**config.mk**
```make
export PLATFORM = sky130hd
export DESIGN_NAME = gzip_header_parser_flat
export DESIGN_NICKNAME = d
export VERILOG_FILES = /design/src/rtl/gzhp_pkg.sv /design/src/rtl/gzhp_if.sv /design/src/rtl/gzip_header_parser.sv /design/src/rtl/gzhp_parse_core.sv /design/src/flat_wrapper.sv
export SDC_FILE = /design/constraint.sdc
export NUM_CORES = 1
export LEC_CHECK = 0
export ABC_CLOCK_PERIOD_IN_PS = 7700
export BUFFER_PORTS_ARGS = -buffer_cell sky130_fd_sc_hd__buf_2
export CORE_ASPECT_RATIO = 0.75
export CORE_MARGIN = 4
export CORE_UTILIZATION = 25
export CTS_BUF_LIST = sky130_fd_sc_hd__clkbuf_16
export CTS_CLUSTER_SIZE = 25
export DETAILED_ROUTE_END_ITERATION = 6
export GPL_TIMING_DRIVEN = 0
export SYNTH_ARGS = -nofsm -noshare
export SYNTH_HDL_FRONTEND = slang
export SYNTH_SLANG_ARGS = --single-unit
```
**constraint.sdc**
```tcl
create_clock -name clk -period 7.7 [get_ports clk]
set_clock_uncertainty 0.1 [all_clocks]
set_input_delay 1.54 -clock clk [delete_from_list [all_inputs] [get_ports clk]]
set_output_delay 1.54 -clock clk [all_outputs]
set_load 0.01 [all_outputs]
```
**src/rtl/gzhp_pkg.sv**
```systemverilog
// Package with the shared types and constants of the gzip header parser.
`timescale 1ns / 1ps

package gzhp_pkg;

  // Field widths
  localparam int LEN_W   = 32;
  localparam int BYTE_W  = 8;
  localparam int LIMIT_W = 16;

  // Fixed header bytes and layout
  localparam logic [BYTE_W-1:0] MAGIC_ID1  = 8'h1F;
  localparam logic [BYTE_W-1:0] MAGIC_ID2  = 8'h8B;
  localparam logic [BYTE_W-1:0] CM_DEFLATE = 8'h08;
  localparam logic [LEN_W-1:0]  FIXED_LEN  = 32'd10;
  localparam logic [LEN_W-1:0]  MIN_BUF_LEN = 32'd18;
  localparam logic [LEN_W-1:0]  HCRC_LEN   = 32'd2;

  // Header byte positions within the fixed part
  localparam logic [LEN_W-1:0] POS_ID1   = 32'd0;
  localparam logic [LEN_W-1:0] POS_ID2   = 32'd1;
  localparam logic [LEN_W-1:0] POS_CM    = 32'd2;
  localparam logic [LEN_W-1:0] POS_FLG   = 32'd3;

  // Flag bit masks
  localparam logic [BYTE_W-1:0] FLG_FHCRC    = 8'h02;
  localparam logic [BYTE_W-1:0] FLG_FEXTRA   = 8'h04;
  localparam logic [BYTE_W-1:0] FLG_FNAME    = 8'h08;
  localparam logic [BYTE_W-1:0] FLG_FCOMMENT = 8'h10;

  // Name limit after reset
  localparam logic [LIMIT_W-1:0] NAME_LIMIT_RST = 16'd256;

  // Result status codes
  localparam logic STATUS_OK  = 1'b0;
  localparam logic STATUS_ERR = 1'b1;

  // One input item
  typedef struct packed {
    logic              first;
    logic [LEN_W-1:0]  buffer_len;
    logic [BYTE_W-1:0] data_byte;
  } item_t;

  // One result item
  typedef struct packed {
    logic             status;
    logic [LEN_W-1:0] payload_offset;
  } result_t;

endpackage

```
**src/rtl/gzhp_if.sv**
```systemverilog
// Handshake interfaces for the input, result and configuration channels.
`timescale 1ns / 1ps

interface gzhp_in_if;
  logic                          valid;
  logic                          ready;
  logic                          first;
  logic [gzhp_pkg::LEN_W-1:0]    buffer_len;
  logic [gzhp_pkg::BYTE_W-1:0]   data_byte;

  modport source (output valid, first, buffer_len, data_byte, input ready);
  modport sink   (input valid, first, buffer_len, data_byte, output ready);
endinterface

interface gzhp_out_if;
  logic                          valid;
  logic                          ready;
  logic                          status;
  logic [gzhp_pkg::LEN_W-1:0]    payload_offset;

  modport source (output valid, status, payload_offset, input ready);
  modport sink   (input valid, status, payload_offset, output ready);
endinterface

interface gzhp_cfg_if;
  logic                          valid;
  logic                          ready;
  logic [gzhp_pkg::LIMIT_W-1:0]  name_limit;

  modport source (output valid, name_limit, input ready);
  modport sink   (input valid, name_limit, output ready);
endinterface

```
**src/rtl/gzip_header_parser.sv**
```systemverilog
// Top level of the gzip header parser: channel registers, name limit and parse core.
//
//   channel  direction  payload                          transfer
//   in_ch    in         first, buffer_len, data_byte      one buffer byte
//   out_ch   out        status, payload_offset            at most one result per buffer
//   cfg_ch   in         name_limit                        name limit write
//
// Each byte is registered at the input and decided from that register, and each result is registered
// in turn; one byte is taken every cycle unless a held result backs up the input register.
// The per-byte state update in the parse core is the loop that sets this rate.
// Reset is synchronous and active low; it clears the parse and sets the name limit to 256.
// A held result stalls the input only once the input register is also full.
`timescale 1ns / 1ps

module gzip_header_parser (
  input  logic             clk,
  input  logic             rst_n,
  gzhp_in_if.sink          in_ch,
  gzhp_out_if.source       out_ch,
  gzhp_cfg_if.sink         cfg_ch
);
  import gzhp_pkg::*;

  logic [LIMIT_W-1:0] name_limit_r;
  logic               s1_valid_r;
  item_t              s1_item_r;
  logic               out_valid_r;
  result_t            out_res_r;
  logic               adv;
  logic               step_valid;
  logic               res_valid;
  result_t            res;

  // Name limit register; writes are always taken
  assign cfg_ch.ready = 1'b1;

  always_ff @(posedge clk) begin
    if (!rst_n) begin
      name_limit_r <= NAME_LIMIT_RST;
    end else if (cfg_ch.valid) begin
      name_limit_r <= cfg_ch.name_limit;
    end
  end

  // The input register moves on when the result register can take a result
  assign adv          = !out_valid_r || out_ch.ready;
  assign in_ch.ready  = !s1_valid_r || adv;
  assign step_valid   = s1_valid_r && adv;

  always_ff @(posedge clk) begin
    if (!rst_n) begin
      s1_valid_r <= 1'b0;
    end else if (in_ch.valid && in_ch.ready) begin
      s1_valid_r <= 1'b1;
    end else if (adv) begin
      s1_valid_r <= 1'b0;
    end
  end

  always_ff @(posedge clk) begin
    if (in_ch.valid && in_ch.ready) begin
      s1_item_r.first      <= in_ch.first;
      s1_item_r.buffer_len <= in_ch.buffer_len;
      s1_item_r.data_byte  <= in_ch.data_byte;
    end
  end

  // Parse state and decision
  gzhp_parse_core u_core (
    .clk        (clk),
    .rst_n      (rst_n),
    .step_valid (step_valid),
    .item       (s1_item_r),
    .name_limit (name_limit_r),
    .res_valid  (res_valid),
    .res        (res)
  );

  // Result register
  always_ff @(posedge clk) begin
    if (!rst_n) begin
      out_valid_r <= 1'b0;
    end else if (step_valid && res_valid) begin
      out_valid_r <= 1'b1;
    end else if (out_ch.ready) begin
      out_valid_r <= 1'b0;
    end
  end

  always_ff @(posedge clk) begin
    if (step_valid && res_valid) begin
      out_res_r <= res;
    end
  end

  assign out_ch.valid          = out_valid_r;
  assign out_ch.status         = out_res_r.status;
  assign out_ch.payload_offset = out_res_r.payload_offset;

endmodule

```
**src/rtl/gzhp_parse_core.sv**
```systemverilog
// Parse state and per-byte decision logic of the gzip header parser.
`timescale 1ns / 1ps

module gzhp_parse_core (
  input  logic                         clk,
  input  logic                         rst_n,
  input  logic                         step_valid,
  input  gzhp_pkg::item_t              item,
  input  logic [gzhp_pkg::LIMIT_W-1:0] name_limit,
  output logic                         res_valid,
  output gzhp_pkg::result_t            res
);
  import gzhp_pkg::*;

  // Parse phases, one-hot
  typedef enum logic [8:0] {
    PH_IDLE    = 9'b000000001,
    PH_FIXED   = 9'b000000010,
    PH_XLO     = 9'b000000100,
    PH_XHI     = 9'b000001000,
    PH_XDATA   = 9'b000010000,
    PH_NAME    = 9'b000100000,
    PH_COMMENT = 9'b001000000,
    PH_CRC_LO  = 9'b010000000,
    PH_CRC_HI  = 9'b100000000
  } phase_t;

  // Optional field at which the walk resumes
  typedef enum logic [2:0] {
    ST_EXTRA   = 3'd0,
    ST_NAME    = 3'd1,
    ST_COMMENT = 3'd2,
    ST_HCRC    = 3'd3,
    ST_END     = 3'd4
  } stage_t;

  typedef struct packed {
    logic   done;
    logic   status;
    phase_t phase;
  } enter_t;

  // Picks the next optional field present, or the outcome when none is left or a field cannot be entered.
  function automatic enter_t enter_stage(input stage_t stage,
                                         input logic [BYTE_W-1:0] flags,
                                         input logic [LIMIT_W-1:0] limit,
                                         input logic [LEN_W-1:0] rem);
    enter_t e;
    e.done   = 1'b0;
    e.status = STATUS_OK;
    e.phase  = PH_IDLE;
    if (stage <= ST_EXTRA && (flags & FLG_FEXTRA) != '0) begin
      e.phase = PH_XLO;
    end else if (stage <= ST_NAME && (flags & FLG_FNAME) != '0) begin
      if (limit == '0) begin
        e.done   = 1'b1;
        e.status = STATUS_ERR;
      end else begin
        e.phase = PH_NAME;
      end
    end else if (stage <= ST_COMMENT && (flags & FLG_FCOMMENT) != '0) begin
      e.phase = PH_COMMENT;
    end else if (stage <= ST_HCRC && (flags & FLG_FHCRC) != '0) begin
      if (rem < HCRC_LEN) begin
        e.done   = 1'b1;
        e.status = STATUS_ERR;
      end else begin
        e.phase = PH_CRC_LO;
      end
    end else begin
      e.done   = 1'b1;
      e.status = (rem == '0) ? STATUS_ERR : STATUS_OK;
    end
    return e;
  endfunction

  // State registers; rem_r tracks the bytes left in the buffer
  phase_t              phase_r, phase_nxt;
  logic [LEN_W-1:0]    pos_r, pos_nxt;
  logic [LEN_W-1:0]    rem_r, rem_nxt;
  logic [BYTE_W-1:0]   flags_r, flags_nxt;
  logic [LIMIT_W-1:0]  xrem_r, xrem_nxt;
  logic [BYTE_W-1:0]   xlo_r, xlo_nxt;
  logic [LIMIT_W-1:0]  ncnt_r, ncnt_nxt;

  // View of the state as this byte sees it; a first byte restarts the parse
  phase_t              cur_phase;
  logic [LEN_W-1:0]    cur_pos;
  logic [LEN_W-1:0]    cur_rem;
  logic [BYTE_W-1:0]   cur_flags;
  logic [LEN_W-1:0]    pos_inc;
  logic [LEN_W-1:0]    rem_dec;
  logic [LIMIT_W-1:0]  xlen;
  logic [LIMIT_W-1:0]  xrem_dec;
  logic [LIMIT_W-1:0]  ncnt_inc;
  logic                stage_go;
  stage_t              stage_sel;
  enter_t              ent;

  assign cur_phase = item.first ? PH_FIXED : phase_r;
  assign cur_pos   = item.first ? '0 : pos_r;
  assign cur_rem   = item.first ? item.buffer_len : rem_r;
  assign cur_flags = item.first ? '0 : flags_r;
  assign pos_inc   = cur_pos + LEN_W'(1);
  assign rem_dec   = cur_rem - LEN_W'(1);
  assign xlen      = {item.data_byte, xlo_r};
  assign xrem_dec  = xrem_r - LIMIT_W'(1);
  assign ncnt_inc  = ncnt_r + LIMIT_W'(1);

  // Per-byte decision
  always_comb begin
    phase_nxt = phase_r;
    pos_nxt   = pos_r;
    rem_nxt   = rem_r;
    flags_nxt = flags_r;
    xrem_nxt  = xrem_r;
    xlo_nxt   = xlo_r;
    ncnt_nxt  = ncnt_r;
    res_valid = 1'b0;
    res       = '0;
    stage_go  = 1'b0;
    stage_sel = ST_EXTRA;
    ent       = '0;

    if (step_valid && (item.first || phase_r != PH_IDLE)) begin
      if (item.first && item.buffer_len < MIN_BUF_LEN) begin
        // Buffer shorter than the minimum buffer length is rejected at once
        res_valid  = 1'b1;
        res.status = STATUS_ERR;
        phase_nxt  = PH_IDLE;
      end else begin
        pos_nxt   = pos_inc;
        rem_nxt   = rem_dec;
        flags_nxt = cur_flags;
        phase_nxt = cur_phase;
        ncnt_nxt  = '0;

        unique case (cur_phase)
          PH_FIXED: begin
            if ((cur_pos == POS_ID1 && item.data_byte != MAGIC_ID1) ||
                (cur_pos == POS_ID2 && item.data_byte != MAGIC_ID2) ||
                (cur_pos == POS_CM && item.data_byte != CM_DEFLATE)) begin
              res_valid  = 1'b1;
              res.status = STATUS_ERR;
              phase_nxt  = PH_IDLE;
            end else begin
              if (cur_pos == POS_FLG) begin
                flags_nxt = item.data_byte;
              end
              if (pos_inc == FIXED_LEN) begin
                stage_go  = 1'b1;
                stage_sel = ST_EXTRA;
              end
            end
          end
          PH_XLO: begin
            xlo_nxt   = item.data_byte;
            phase_nxt = PH_XHI;
          end
          PH_XHI: begin
            if (LEN_W'(xlen) > rem_dec) begin
              res_valid  = 1'b1;
              res.status = STATUS_ERR;
              phase_nxt  = PH_IDLE;
            end else begin
              xrem_nxt = xlen;
              if (xlen == '0) begin
                stage_go  = 1'b1;
                stage_sel = ST_NAME;
              end else begin
                phase_nxt = PH_XDATA;
              end
            end
          end
          PH_XDATA: begin
            xrem_nxt = xrem_dec;
            if (xrem_dec == '0) begin
              stage_go  = 1'b1;
              stage_sel = ST_NAME;
            end
          end
          PH_NAME: begin
            ncnt_nxt = ncnt_inc;
            if (item.data_byte == '0) begin
              stage_go  = 1'b1;
              stage_sel = ST_COMMENT;
            end else if (ncnt_inc >= name_limit) begin
              res_valid  = 1'b1;
              res.status = STATUS_ERR;
              phase_nxt  = PH_IDLE;
            end
          end
          PH_COMMENT: begin
            if (item.data_byte == '0) begin
              stage_go  = 1'b1;
              stage_sel = ST_HCRC;
            end
          end
          PH_CRC_LO: begin
            phase_nxt = PH_CRC_HI;
          end
          PH_CRC_HI: begin
            stage_go  = 1'b1;
            stage_sel = ST_END;
          end
          default: begin
            phase_nxt = PH_IDLE;
          end
        endcase

        // Move on to the next optional field or settle the outcome
        if (stage_go) begin
          ent = enter_stage(stage_sel, flags_nxt, name_limit, rem_dec);
          if (ent.done) begin
            res_valid          = 1'b1;
            res.status         = ent.status;
            res.payload_offset = (ent.status == STATUS_OK) ? pos_inc : '0;
            phase_nxt          = PH_IDLE;
          end else begin
            phase_nxt = ent.phase;
          end
        end

        // The buffer ran out in the middle of the header
        if (!res_valid && phase_nxt != PH_IDLE && rem_dec == '0) begin
          res_valid          = 1'b1;
          res.status         = STATUS_ERR;
          res.payload_offset = '0;
          phase_nxt          = PH_IDLE;
        end
      end
    end
  end

  // State update
  always_ff @(posedge clk) begin
    if (!rst_n) begin
      phase_r <= PH_IDLE;
      pos_r   <= '0;
      rem_r   <= '0;
      flags_r <= '0;
      xrem_r  <= '0;
      xlo_r   <= '0;
      ncnt_r  <= '0;
    end else begin
      phase_r <= phase_nxt;
      pos_r   <= pos_nxt;
      rem_r   <= rem_nxt;
      flags_r <= flags_nxt;
      xrem_r  <= xrem_nxt;
      xlo_r   <= xlo_nxt;
      ncnt_r  <= ncnt_nxt;
    end
  end

endmodule

```
**src/flat_wrapper.sv**
```systemverilog
// flat-port wrapper written by rule: the top's interface ports become plain ports
module gzip_header_parser_flat import gzhp_pkg::*;
  (clk, rst_n, in_ch_valid, in_ch_first, in_ch_buffer_len, in_ch_data_byte, in_ch_ready, out_ch_valid, out_ch_status, out_ch_payload_offset, out_ch_ready, cfg_ch_valid, cfg_ch_name_limit, cfg_ch_ready);
  gzhp_in_if in_ch_i ();
  gzhp_out_if out_ch_i ();
  gzhp_cfg_if cfg_ch_i ();
  input  logic clk;
  input  logic rst_n;
  input wire logic [$bits(in_ch_i.valid)-1:0] in_ch_valid;
  input wire logic [$bits(in_ch_i.first)-1:0] in_ch_first;
  input wire logic [$bits(in_ch_i.buffer_len)-1:0] in_ch_buffer_len;
  input wire logic [$bits(in_ch_i.data_byte)-1:0] in_ch_data_byte;
  output wire logic [$bits(in_ch_i.ready)-1:0] in_ch_ready;
  output wire logic [$bits(out_ch_i.valid)-1:0] out_ch_valid;
  output wire logic [$bits(out_ch_i.status)-1:0] out_ch_status;
  output wire logic [$bits(out_ch_i.payload_offset)-1:0] out_ch_payload_offset;
  input wire logic [$bits(out_ch_i.ready)-1:0] out_ch_ready;
  input wire logic [$bits(cfg_ch_i.valid)-1:0] cfg_ch_valid;
  input wire logic [$bits(cfg_ch_i.name_limit)-1:0] cfg_ch_name_limit;
  output wire logic [$bits(cfg_ch_i.ready)-1:0] cfg_ch_ready;
  assign in_ch_i.valid = in_ch_valid;
  assign in_ch_i.first = in_ch_first;
  assign in_ch_i.buffer_len = in_ch_buffer_len;
  assign in_ch_i.data_byte = in_ch_data_byte;
  assign in_ch_ready = in_ch_i.ready;
  assign out_ch_valid = out_ch_i.valid;
  assign out_ch_status = out_ch_i.status;
  assign out_ch_payload_offset = out_ch_i.payload_offset;
  assign out_ch_i.ready = out_ch_ready;
  assign cfg_ch_i.valid = cfg_ch_valid;
  assign cfg_ch_i.name_limit = cfg_ch_name_limit;
  assign cfg_ch_ready = cfg_ch_i.ready;
  gzip_header_parser u_core (.clk(clk), .rst_n(rst_n), .in_ch(in_ch_i), .out_ch(out_ch_i), .cfg_ch(cfg_ch_i));
endmodule
```
==> run summary <==
Status: finished, violations left
Failing checks: DRC, capacitance limit, slew limit
Startpoint types: register
CP Data Arrival Time: 7.57 ns
Routed len/inst: 20.3 µm
Final wirelength: 48900 µm
Final setup vio count: 0
Final worst path period share: 0.964
Slew HR: -0.0121
Int Pwr: 2.02 mW
Switching part of the total: 0.271
Routability cong.: 0.992
Buf/Inv on CP: 10
Sink Count: 209
Antenna violations before repair: 1
Critical path type: register to register
Critical Path Fanout Max: 32
Latest clock arrival within the worst-skew pair: 0.56 ns
Post-synth top flop: dfxtp_1
Syn_nets: 1663
Overall routing resource usage: 0.165
Setup TNS: 0 ns
Final core utilization: 0.301
Final hold vios: 0
Peak supply drop: 105 µV
Max frequency: 135 MHz
DP Cell Count: 2361
Synthesis-stage register bit count: 209
Leakage: 5.61 nW
Final cell count without fillers: 2409
Sequential share of the synthesized area: 0.371
Reg-to-reg startpoint: u_core.s1_item_r[40]
Die Height: 208 µm
Average via count per standard cell: 5.33
Placed cell areas: 14700 µm²
Io pins: 98
Critical Path RT: 7.85 ns
Unrepaired setup endpoints after global routing: no
Final nets: 1788
Gate Count Post-Synth: 1561
PwrDens: 177 nW/µm²
Synth warn: 0
IO buf count: 95
Rows: 72
CTS tree: yes
Core area: 52100 µm²
DR iter-0 viols: 1541
Distinct cells, synth: 81
Die Wd: 274 µm
Slew @ Worst Pin: 1.51 ns
Cell area after layout: 15700 µm²
Cts bufs inserted: 26
Worst hold stages: 2
Area Overhead vs Synth: 17.9%
Drt pass-1 iters: 7
CP max stage cell: nor3_1
Syn avg cell area: 8.51 µm²
Hold Path End: u_core.u_core.xrem_r[1]
R2R cell count: 21
CP Capture Type: register
Die area: 56900 µm²
CP max stage delay: 0.65 ns
Reg clk slew, reported paths: 0.06 ns
Mapped Area: 13300 µm²
Clock tree buffer depth: 3
Vias in the first global route: 12500
Reg2Reg Capture Point: u_core.out_ch.payload_offset[6]
Min cycle time layout: 7.43 ns
DRC: 2
Combinational Power Share: 0.113
First-pass GRT wire length: 73900 µm
Via Count: 12800
Initial Util: 0.255
Slew Viols, Final: 9
CP top delay family: buffers and inverters
Sequential share of power: 0.434
Hold Crit Start: u_core.u_core.xrem_r[1]
Switching power: 0.751 mW
# diodes: 0
Min-delay worst type: register to register
Post-CTS Hold Buffers: 0
Max-Cap Viols: 1
Post-synth EDFFs: 74
GR Overflow Total: 0
Detailed-placement wirelength estimate: 36700 µm
Largest net degree at the start of global routing: 33
Worst-path cell chain: buf_6 -> buf_6 -> buf_4 -> buf_6 -> buf_4 -> buf_4 -> clkbuf_4 -> clkbuf_1 -> nor2b_1 -> ha_1 -> clkbuf_1 -> nand3b_1 -> nor4_1 -> mux2i_1 -> o221ai_1 -> or4_1 -> nor3_1 -> a221o_1 -> a21o_1 -> o31a_2 -> buf_12
Ys async rst share: 0
Power consumption: 2.77 mW
Fraction of layout cells with a size suffix above 1: 0.117
Final ANT Viol Nets: 0
R2R Setup Slk: 0.27 ns
CTS root buf: clkbuf_16
# H-tree levels: 1
Clk pwr share: 0.453
[cells by family after synthesis]
kind of cell | Yosys count | synth area share
simple gates | 704 | 0.285
compound gates | 336 | 0.167
flops | 209 | 0.371
buf+inv | 134 | 0.0413
xor+xnor | 75 | 0.0505
mux | 62 | 0.0478
fa+ha+maj | 40 | 0.0377
other cells | 1 | 0.000282
[layer usage]
layer | GRT usage | vias up | part of all wire
li1 | - | 5966 | -
met1 | 0.231 | 6170 | 0.44
met2 | 0.251 | 625 | 0.43
met3 | 0.0454 | 79 | 0.11
met4 | 0.0440 | 2 | 0.024
met5 | 0.00509 | - | 0.00082
[layout by cell type, fill, tap and decap left out, types with 39 or more instances in the layout]
| master | Yosys | routed |
|---|---|---|
| nand2_1 | 145 | 145 |
| edfxtp_1 | 74 | 74 |
| nor3_1 | 61 | 60 |
| nand3_1 | 41 | 41 |
| dfxtp_1 | 135 | 135 |
| and2_1 | 41 | 40 |
| ha_1 | 40 | 39 |
| inv_1 | 34 | 41 |
| o21ai_0 | 84 | 84 |
| a21oi_1 | 58 | 57 |
| nor2_1 | 130 | 129 |
| nor4_1 | 45 | 44 |
| clkbuf_1 | 66 | 65 |
| mux2i_1 | 52 | 49 |
| buf_2 | 9 | 99 |
| nor2b_1 | 72 | 72 |
| xnor2_1 | 43 | 43 |
[synth_stat cells, types with 11 or more instances]
library cell	number	share of area
nor3b_1	27	0.015
a31oi_1	17	0.0080
nor2b_1	72	0.034
a22oi_1	15	0.0085
and2_1	41	0.019
a21boi_0	24	0.014
o211ai_1	15	0.0085
o21ai_0	84	0.032
clkbuf_1	66	0.019
and3_1	22	0.010
nand2_1	145	0.041
nand4_1	33	0.016
o21ai_1	16	0.0060
edfxtp_1	74	0.17
nor3_1	61	0.023
or3_1	11	0.0052
dfxtp_1	135	0.20
a21oi_1	58	0.022
nor4_1	45	0.021
xor2_1	31	0.020
nand2b_1	11	0.0052
ha_1	40	0.038
buf_1	16	0.0045
a211oi_1	11	0.0062
inv_1	34	0.0096
nand3_1	41	0.015
mux2i_1	52	0.039
xnor2_1	43	0.028
or4_1	11	0.0062
nor2_1	130	0.037
[state kept, by name, indices dropped and copies added (netlist names)]
register,count
u_core.out_ch.status,1
u_core.name_limit_r,16
u_core.out_ch.payload_offset,32
u_core.out_ch.valid,1
u_core.u_core.flags_r,4
u_core.u_core.pos_r,32
u_core.u_core.ncnt_r,16
u_core.u_core.phase_r,9
u_core.s1_valid_r,1
u_core.u_core.xlo_r,8
u_core.u_core.rem_r,32
u_core.u_core.xrem_r,16
u_core.s1_item_r,41
[stage by stage]
step,setup WS [ns],hold slack [ns]
floorplan,0.795,0.344
global placement,-2.66,0.357
detailed placement,-1.98,0.371
CTS,0.0153,0.379
global route,0.116,0.413
finish,0.274,0.375
[final cells by class]
class | count | area [µm²]
Buffer | 97 | 435
Sequential cell | 209 | 4920
Inverter | 35 | 131
Fill cell | 5578 | 36400
Timing Repair Buffer | 99 | 538
Tap cell | 703 | 880
Clock buffer | 27 | 676
Clock inverter | 21 | 189
Multi-Input combinational cell | 1218 | 7890
[power groups by stage]
stage                     logic [mW]  registers, mW  clock network, mW
after floorplan                0.188           1.21                  0
after detailed placement       0.298           1.23                  0
final                          0.312           1.20               1.25
after global placement         0.290           1.23                  0
after global routing           0.336           1.20               1.32
after CTS                      0.302           1.20               1.28
[how the worst max path moves through the flow]
stage	cells past startpoint	startpoint	slack, ns	end
after floorplan	28	u_core.s1_item_r[40]	0.79	u_core.out_ch.payload_offset[0]
after global placement	27	u_core.s1_item_r[40]	-2.66	u_core.out_ch.payload_offset[4]
after detailed placement	30	u_core.s1_item_r[40]	-1.98	u_core.out_ch.payload_offset[0]
after CTS	29	u_core.s1_item_r[40]	0.02	u_core.out_ch.payload_offset[0]
after global routing	29	u_core.s1_item_r[40]	0.12	u_core.out_ch.payload_offset[18]
final	21	u_core.s1_item_r[40]	0.27	u_core.out_ch.payload_offset[6]
[worst min-delay path: cells and delay by family (launching register included)]
family	cells	cell delay, ns
DFF	1	0.32
and+or+nand+nor	1	0.06
AOI/OAI and AO/OA	1	0.05
[timing repair]
action                     in CTS  in global routing
setup endpoints to repair      92                 86
resized for setup              16                 11
cloned                          0                  0
pin swaps                       0                  1
buffers inserted                0                  2
No activity file was read; power rests on OpenSTA's default activity.
